===== config.mk =====
export PLATFORM = sky130hd
export DESIGN_NAME = lvc_ctrl
export DESIGN_NICKNAME = d
export VERILOG_FILES = /design/src/hdl/assert_macros.svh /design/src/hdl/lvc_pkg.sv /design/src/hdl/lvc_ctrl.sv
export SDC_FILE = /design/constraint.sdc
export NUM_CORES = 1
export LEC_CHECK = 0
export ABC_AREA = 1
export BUFFER_PORTS_ARGS = -buffer_cell sky130_fd_sc_hd__buf_4
export CAP_MARGIN = 20
export CORE_AREA = 3 3 40 42
export DETAILED_ROUTE_END_ITERATION = 16
export DIE_AREA = 0 0 43 45
export SLEW_MARGIN = 40
export SYNTH_ARGS = -nofsm -noshare
export SYNTH_HDL_FRONTEND = slang
export SYNTH_SLANG_ARGS = --single-unit

===== constraint.sdc =====
create_clock -name clock -period 1.29 [get_ports clock]
set_clock_uncertainty 0.2 [all_clocks]
set_input_delay 0.1935 -clock clock [delete_from_list [all_inputs] [get_ports clock]]
set_output_delay 0.1935 -clock clock [all_outputs]
set_load 0.1 [all_outputs]

===== src/hdl/assert_macros.svh =====
// assertion helpers used by label_vote_counter.sv
`ifndef ASSERT_MACROS_SVH
`define ASSERT_MACROS_SVH

// property checked on every rising edge outside reset
`define ASSERT_SYNC(lbl, clk, rst, prop) \
   lbl: assert property (@(posedge clk) disable iff (rst) prop) \
      else $error("assertion failed");

// condition that must never hold outside reset
`define ASSERT_NEVER(lbl, clk, rst, cond) \
   `ASSERT_SYNC(lbl, clk, rst, !(cond))

`endif


===== src/hdl/lvc_pkg.sv =====
`default_nettype none

package lvc_pkg;

   // defaults for the top level parameters
   localparam int DEFAULT_VERTICES   = 256;
   localparam int DEFAULT_COUNT_BITS = 16;

   // fixed field widths
   localparam int OP_BITS     = 2;
   localparam int VERTEX_BITS = 8;
   localparam int LABEL_BITS  = 8;
   localparam int LABELS      = 256;
   localparam int RSP_COUNT_BITS = 16;
   localparam int VCOUNT_BITS = 9;

   // register file
   localparam int CSR_ADDR_BITS = 3;
   localparam int CSR_DATA_BITS = 32;
   localparam logic REG_VERTEX_COUNT = 1'b0;
   localparam logic [VCOUNT_BITS-1:0] VCOUNT_RESET = 9'd256;

   // operation codes
   localparam logic [OP_BITS-1:0] OP_VOTE  = 2'd0;
   localparam logic [OP_BITS-1:0] OP_READ  = 2'd1;
   localparam logic [OP_BITS-1:0] OP_CLEAR = 2'd2;

   typedef enum logic [1:0] {
      ST_IDLE,
      ST_LOOKUP,
      ST_UPDATE,
      ST_CLEAR
   } lvc_state_type;

   typedef struct packed {
      logic accept;
      logic update;
      logic clearing;
   } lvc_cmd_type;

   typedef struct packed {
      logic clear_last;
   } lvc_status_type;

endpackage

`default_nettype wire


===== src/hdl/lvc_ctrl.sv =====
`default_nettype none

module lvc_ctrl (
   input  wire logic                          clock,
   input  wire logic                          reset,
   input  wire logic                          start,
   input  wire logic [lvc_pkg::OP_BITS-1:0]   operation,
   input  wire lvc_pkg::lvc_status_type       status,
   output lvc_pkg::lvc_cmd_type               cmd,
   output logic                               busy
);

   lvc_pkg::lvc_state_type state_ff;
   lvc_pkg::lvc_state_type state_in;

   // next state
   always_comb begin
      state_in = state_ff;
      case (state_ff)
         lvc_pkg::ST_IDLE: begin
            if (start) begin
               case (operation)
                  lvc_pkg::OP_VOTE:  state_in = lvc_pkg::ST_LOOKUP;
                  lvc_pkg::OP_READ:  state_in = lvc_pkg::ST_LOOKUP;
                  lvc_pkg::OP_CLEAR: state_in = lvc_pkg::ST_CLEAR;
                  default:           state_in = lvc_pkg::ST_IDLE;
               endcase
            end
         end
         lvc_pkg::ST_LOOKUP: state_in = lvc_pkg::ST_UPDATE;
         lvc_pkg::ST_UPDATE: state_in = lvc_pkg::ST_IDLE;
         lvc_pkg::ST_CLEAR: begin
            if (status.clear_last) begin
               state_in = lvc_pkg::ST_IDLE;
            end
         end
         default: state_in = lvc_pkg::ST_IDLE;
      endcase
   end

   // outputs
   always_comb begin
      cmd          = '0;
      busy         = 1'b1;
      case (state_ff)
         lvc_pkg::ST_IDLE: begin
            busy       = 1'b0;
            cmd.accept = start;
         end
         lvc_pkg::ST_UPDATE: cmd.update   = 1'b1;
         lvc_pkg::ST_CLEAR:  cmd.clearing = 1'b1;
         default: begin
            busy = 1'b1;
         end
      endcase
   end

   // reset starts with a clearing sweep of the stores
   always_ff @(posedge clock) begin
      if (reset) begin
         state_ff <= lvc_pkg::ST_CLEAR;
      end else begin
         state_ff <= state_in;
      end
   end

endmodule

`default_nettype wire


* Word level (Yosys, flattened, before mapping)
Index checks and enable logic that the tools add are counted.
Operators by class: equality and inequality tests 7, multiplexer cells 8, reductions and logical operators 4
Operators by type and width (count):
- 2-bit case mux with 4 select lines | 1
- 2-bit equality test (second input constant) | 3
- 2-bit by 1-bit equality test with 1-bit output (second input constant) | 2
- 2-bit zero test | 2
- 1-bit 2-to-1 mux | 4
- 2-bit 2-to-1 mux | 2
- 2-bit inequality test (second input constant) | 2
- 2-bit case mux with 2 select lines | 1
- 2-bit AND reduction | 1
- 2-bit OR reduction | 1
Storage, ports and cells: flip-flop bits (word level) 2, bits of input ports 6, word-level logic and storage cells 20, output and inout bits 4

* Logic depth before layout (Yosys ltp)
Gate-level depths: netlist of run 1.
depth in word-level cells 5, gate-level depth with buffers 5, depth with buffers taken out 5

* Worst setup path after synthesis of run 1
No wires, ideal clock.
path kind reg2out, start register state_ff[1], end output port cmd[2] (netlist name), stages on the path, launching flop included 4, data required time 0.896 ns, arrival 2.230 ns, path buffers 0, setup slack -1.333 ns, cells stage by stage dfxtp_1 nor2_1 inv_1 nor2_1
RTL lines:
- from (decl) | RTL line lvc_ctrl.sv:13 | lvc_pkg::lvc_state_type state_ff;
- from (signal assigned) | RTL line lvc_ctrl.sv:61 | state_ff <= lvc_pkg::ST_CLEAR;
- from (signal assigned) | RTL line lvc_ctrl.sv:63 | state_ff <= state_in;
- to (decl) | RTL line lvc_ctrl.sv:9 | output lvc_pkg::lvc_cmd_type cmd,

==> results of run 1 <==
## Yosys cell counts (all sizes together)
cell type and number:
nand2 6, nor2 5, dfxtp 2, nand3 2
inv 6
## layout make-up
cell class              instances  area [sq um]  share of cell area (%)
repair buffers                 12         137.6                   42.80
well taps                      15         18.77                   5.837
inverters                       6         26.28                   8.171
flip-flops and latches          2         42.54                   13.23
clock buffers                   3         22.52                   7.004
multi-input cells              13         73.82                   22.96
## power by group through the flow
stage                     sequential (mW)  clock, mW  combinational [mW]
final                              0.0793      0.134               0.185
after global routing               0.0802      0.158               0.194
after CTS                          0.0757      0.144               0.178
after detailed placement           0.0741          0               0.145
after global placement             0.0743          0               0.145
after floorplan                    0.0742          0               0.108
## cells by family after synthesis
kind of cell	after synthesis	synth area share, %
buffers and inverters	6	19.78
flip-flops	2	35.17
AND/OR/NAND/NOR	13	45.06
## metal layers
metal / up-vias / part of all wire, % / global-route usage (%) / wire, microns
li1: 91 / - / - / -
met1: 75 / 29 / 2.398 / 95
met2: 8 / 60 / 6.287 / 195
met3: 0 / 10 / 3.586 / 34
met4: 0 / 0 / 5.422 / 0
met5: - / 0 / 0 / 0
## timing repair
item,in CTS,in global routing
endpoints found under the hold margin,2,0
buffers inserted,1,0
hold buffers,1,0
resized for setup,14,3
pin swaps,3,3
setup endpoints to repair,4,4
## per-stage QoR
step / setup WS [ns] / total power, mW / hold slack (ns) / TNS, ns
floorplan: -0.5849 / 0.1824 / 0.09671 / -1.008
global placement: 0.02217 / 0.2190 / 0.1959 / 0
detailed placement: 0.009436 / 0.2193 / 0.1951 / 0
CTS: -0.1394 / 0.3984 / 0.02074 / -0.2748
global route: -0.1603 / 0.4323 / 0.02613 / -0.4824
finish: -0.1011 / 0.3987 / 0.02211 / -0.2636
## worst max-delay path: stages (launching register included)
cell and delay, ns:
dfxtp_2 0.33, nor2_4 0.12, inv_2 0.06, nor2_4 0.09, buf_12 0.18
## worst paths after layout
| check | start | end | slack, ns | cells after the start |
|---|---|---|---|---|
| max | state_ff[1] | cmd[2] | -0.10 | 4 |
| min | start | state_ff[0] | 0.02 | 3 |
| max reg2reg | state_ff[0] | state_ff[1] | 0.27 | 4 |
| min reg2reg | state_ff[1] | state_ff[1] | 0.37 | 3 |
==> PnR_summary.wiki, run 1 <==
{| class="wikitable"
! Metric !! Value
|-
| Outcome || complete, but fails checks
|-
| Violated checks || setup timing
|-
| Cell area after placement || between 200 and 250 sq um
|-
| Area of the mapped netlist || 113.9 sq um
|-
| Data required time of the critical path || 0.90 ns
|-
| Clock-pin slew on the worst setup and hold paths || around 0.03 ns
|-
| Setup repair after global routing missed its margin || yes
|-
| Total grt overflow || 0
|-
| Peak supply drop || 0.1730 mV
|-
| Sequential-to-total area share from yosys stat || 35.16%
|-
| CTS tree || done
|-
| Relative contribution of sequential cells to total power || 19.9%
|-
| Type of the most critical hold path || input port to flop
|-
| Largest registers || state_ff (2)
|-
| Number of inserted diodes || 0
|-
| Via density || 3.412
|-
| Antenna violations before repair || 0
|-
| Latest clock arrival within the worst-skew pair || 0.22 ns
|-
| CTS root buf || clkbuf_4
|-
| Max transition margin || 86.64%
|-
| Count of filler cells inserted in the layout || ~140
|-
| Pin count of the biggest net entering global routing || 4
|-
| Number of buffers created by CTS || 3
|-
| Int Power || 242.3 uW
|-
| Fmax || about 720 MHz
|-
| Number of distinct standard cells referenced by the synthesized netlist || 5
|-
| Arrival time worst endpoint || 1.00 ns
|-
| Clock period minus final worst setup slack || approximately 1.4 ns
|-
| GRT Util Overall || 4.073%
|-
| Yosys reg bits || 2
|-
| Instance count of the mapped netlist || 21
|-
| Wire length of the first global-routing pass || 503 microns
|-
| Maximum fanout along the worst path || 3
|-
| Post-Synthesis Mean Instance Area || 5.422 sq um
|-
| Site Rows || 13
|-
| Net Count, Synth || 27
|-
| Max clock buf depth || 2
|-
| Transition time at the pin with the least slew margin || 0.2008 ns
|-
| Vias in the first global route || 162
|-
| Iter 0 DRT Violations || 0
|-
| Critical path startpoint category || flop
|-
| Synth-to-layout area growth || 182.4%
|-
| Power per unit of standard cell area || 1240 nW/um^2
|-
| Part of the power in the clock network || 33.6%
|-
| Die Width || 43 microns
|-
| Count of boundary I/O pins || 10
|-
| Register ranked first by flip-flop count || state_ff
|-
| Net switching power of the design || 156.4 uW
|-
| Number of buffers inserted by port buffering || 9
|-
| Remaining antenna violation count || 0
|-
| Total DRC errors in the routed layout || 0
|-
| NumNets Final || 44
|-
| Total non-filler cell area in the finished layout || 321.6 sq um
|-
| Switching power share of the total || 39.22%
|-
| Pins Over Slew Limit || 0
|-
| Total number of vias || 174
|-
| Wire length after detailed routing || 325 microns
|-
| Leak Pwr || 0.1564 nW
|-
| Post-synth top area cell || dfxtp_1
|-
| Final setup violating endpoints || 4
|-
| Clock sink count || 2
|-
| Maxcap violations || 0
|-
| Routability-driven placement congestion ratio || about 0.7
|-
| Final design utilization || 25.02%
|-
| Count of placed standard cells in the final layout, fillers left out || 51
|-
| CP Class || flop to primary output
|-
| Final count of hold timing violations || 0
|-
| Worst path setup slack after routing || -0.1011 ns
|-
| Total number of yosys warnings || 0
|-
| CTS H-tree lvls || 1
|-
| Worst Setup End Kind || primary output
|-
| Area inside the core boundary || 1285 sq um
|-
| Share of the clock period used by the worst path after layout || 107.8%
|-
| Proportion of netlist area held by the largest area contributor || 35.16%
|-
| Total instance count after detailed placement || 46
|-
| Initial DRT Pass Iterations || 1
|-
| Share of cells above drive strength 1 || roughly three fifths
|-
| Largest cells by area after synthesis || dfxtp_1 (35%), inv_1 (20%), nand2_1 (20%)
|-
| Routed WL per cell || 6.373 microns
|-
| Die footprint || between 1500 and 2000 sq um
|-
| Die Y-Extent || 45 microns
|-
| Combinational group share of total power || a little under half
|-
| Commonest cells after routing, fill and taps aside || nand2_1 (6), buf_4 (6), inv_1 (4)
|-
| Largest register FFs || 2
|-
| Starting Density || between 8 and 9%
|}
Power figures use the tool's default switching activity.
==> run 2, diff against run 1 <==
CELL_PAD_IN_SITES_DETAIL_PLACEMENT = 1   (was unset)
CELL_PAD_IN_SITES_GLOBAL_PLACEMENT = 2   (was unset)
PLACE_DENSITY_LB_ADDON = 0.1   (was unset)
==> PnR_summary.wiki, run 2 (synthesis gave the netlist of run 1 again) <==
{| class="wikitable"
! Metric !! Value
|-
| Pre-CTS setup slack || -0.03180 ns (-0.04124 ns)
|-
| Worst Setup End Kind || primary output
|-
| CTS root buf || clkbuf_4
|-
| Site Rows || 13 (unchanged)
|-
| Total instance count after detailed placement || 46 (unchanged)
|-
| Cell area after placement || 221.5 sq um (unchanged)
|-
| Initial DRT Pass Iterations || 1 (unchanged)
|-
| Post-Route Hold Slack || 0.04347 ns (+0.02137 ns)
|-
| Fmax || 718.3 MHz (about the same)
|-
| Worst setup path start || state_ff[1]
|-
| Setup repair after global routing missed its margin || yes
|-
| Commonest cells after routing, fill and taps aside || nand2_1 (6), buf_4 (6), inv_1 (4)
|-
| R2R cell count || 4 (unchanged)
|-
| Clock period minus final worst setup slack || 1.392 ns (+0.001007 ns)
|-
| Source of the worst hold timing path || start
|-
| Die Width || 43 microns (unchanged)
|-
| Antenna violations before repair || 0 (unchanged)
|-
| Global routing met1 resource utilization || 5.036% (+2.6 points)
|-
| Remaining antenna violation count || 0 (unchanged)
|-
| Register ranked first by flip-flop count || state_ff
|-
| Vias in the first global route || 182 (+12%)
|-
| Total grt overflow || 0 (unchanged)
|-
| Routed WL per cell || 7.860 microns (+23%)
|-
| Worst flop-to-flop path startpoint || state_ff[0]
|-
| Max clock buf depth || 2 (unchanged)
|-
| Global-route met2 utilization || 8.683% (+2.4 points)
|-
| Synth-to-layout area growth || 174.7%
|-
| Number of buffers created by CTS || 3 (unchanged)
|-
| Wire length after detailed routing || 393 microns (+21%)
|-
| Number of buffers inserted by port buffering || 9 (unchanged)
|-
| Power per unit of standard cell area || 1277 nW/um^2 (+3.0%)
|-
| Maxcap violations || 0 (unchanged)
|-
| Via density || 3.460 (+1.4%)
|-
| Latest clock arrival within the worst-skew pair || 0.22 ns (about the same)
|-
| Largest register FFs || 2 (unchanged)
|-
| Die footprint || 1935 sq um (unchanged)
|-
| NumNets Final || 43 (-2.3%)
|-
| Iter 0 DRT Violations || 0 (unchanged)
|-
| Starting Density || 8.861% (unchanged)
|-
| Outcome || complete, but fails checks
|-
| Count of boundary I/O pins || 10 (unchanged)
|-
| CP Class || flop to primary output
|-
| GRT Util Overall || 5.403% (+1.3 points)
|-
| Area inside the core boundary || 1285 sq um (unchanged)
|-
| Total Power Consumption || 399.6 uW (+0.22%)
|-
| Violated checks || setup timing
|-
| Total number of vias || 173 (-0.57%)
|-
| Transition time at the pin with the least slew margin || 0.2018 ns (+0.0009671 ns)
|-
| Post-CTS Repair Setup Buffers || 0 (-1)
|-
| CTS tree || done
|-
| Clock-pin slew on the worst setup and hold paths || 0.03 ns (about the same)
|-
| Number of inserted diodes || 0 (unchanged)
|-
| Share of the clock period used by the worst path after layout || 107.9% (about the same)
|-
| CTS H-tree lvls || 1 (unchanged)
|-
| Routability-driven placement congestion ratio || 0.6228 (-12%)
|-
| Final count of hold timing violations || 0 (unchanged)
|-
| Peak supply drop || 0.1986 mV (+15%)
|-
| Estimated wirelength of the detail-placed design || between 300 and 400 microns
|-
| Count of placed standard cells in the final layout, fillers left out || 50 (-2.0%)
|-
| Largest registers || state_ff (2)
|-
| Final setup violating endpoints || 4 (unchanged)
|-
| Arrival time worst endpoint || 1.00 ns (about the same)
|-
| Most used routing layer || met2
|-
| Grt met3 use || 3.586% (unchanged)
|-
| Share of cells above drive strength 1 || 60.00% (+1.7 points)
|-
| Maximum fanout along the worst path || 3 (unchanged)
|-
| Type of the most critical hold path || input port to flop
|-
| Pin count of the biggest net entering global routing || 4 (unchanged)
|-
| Worst path setup slack after routing || -0.1021 ns (-0.001007 ns)
|-
| Clock sink count || 2 (unchanged)
|-
| Wire length of the first global-routing pass || 717 microns (+43%)
|-
| Die Y-Extent || 45 microns (unchanged)
|-
| Data required time of the critical path || 0.90 ns (about the same)
|-
| Total DRC errors in the routed layout || 0 (unchanged)
|-
| Max transition margin || 86.58% (about the same)
|-
| Total non-filler cell area in the finished layout || 312.8 sq um (-2.7%)
|-
| WHS Path Cells || 3 (unchanged)
|-
| Pins Over Slew Limit || 0 (unchanged)
|-
| Critical path startpoint category || flop
|-
| Leak Pwr || 0.1503 nW (-3.9%)
|}
-- run 2: cell count changes in the layout (fill, tap and decap cells not counted) --
cell and delta:
buf_6 -1, nor2_1 -1, nor2_2 +1
-- run 2: timing repair --
item / in CTS / in global routing
pin swaps: 1 / 2
resized for setup: 15 / 2
endpoints found under the setup margin: 4 / 5
endpoints found under the hold margin: 2 / 0
hold buffers: 1 / 0
-- run 2: where the power goes --
group | internal (mW) | switching (mW) | leakage [nW]
sequential | 0.0703 | 0.00807 | 0.0165
clock | 0.103 | 0.0349 | 0.0138
combinational | 0.0658 | 0.118 | 0.120
-- run 2: path summary, 6_finish.rpt --
kind                                    end  slack [ns]
worst min register to register  state_ff[0]        0.37
worst max register to register  state_ff[0]        0.27
worst max-delay path                 cmd[2]       -0.10
worst min-delay path            state_ff[0]        0.04
-- run 2: routing by layer --
metal	share of wire [%]	routed length, microns	up-vias
met1	38	149	81
met5	0	0	-
met4	0	0	0
met3	7.9	31	0
li1	-	-	87
met2	54	212	5
-- run 2: final cells by class --
type | count | area, sq um
fillers | 154 | 972.2
repair buffers | 11 | 126.4
multi-input cells | 13 | 76.32
flip-flops and latches | 2 | 42.54
inverters | 6 | 26.28
clock buffers | 3 | 22.52
well taps | 15 | 18.77
-- run 2: critical path, stage by stage, from the launching register on --
cell and delay [ns]:
dfxtp_2 0.33, nor2_4 0.12, inv_2 0.06, nor2_4 0.09, buf_12 0.18
-- run 2: stage by stage --
step                util [%]    TNS, ns
floorplan                  -     -1.008
CTS                    24.05    -0.4390
global route           24.34    -0.4775
finish                 24.34    -0.2726
global placement       17.23  -0.009228
detailed placement     17.23   -0.03180
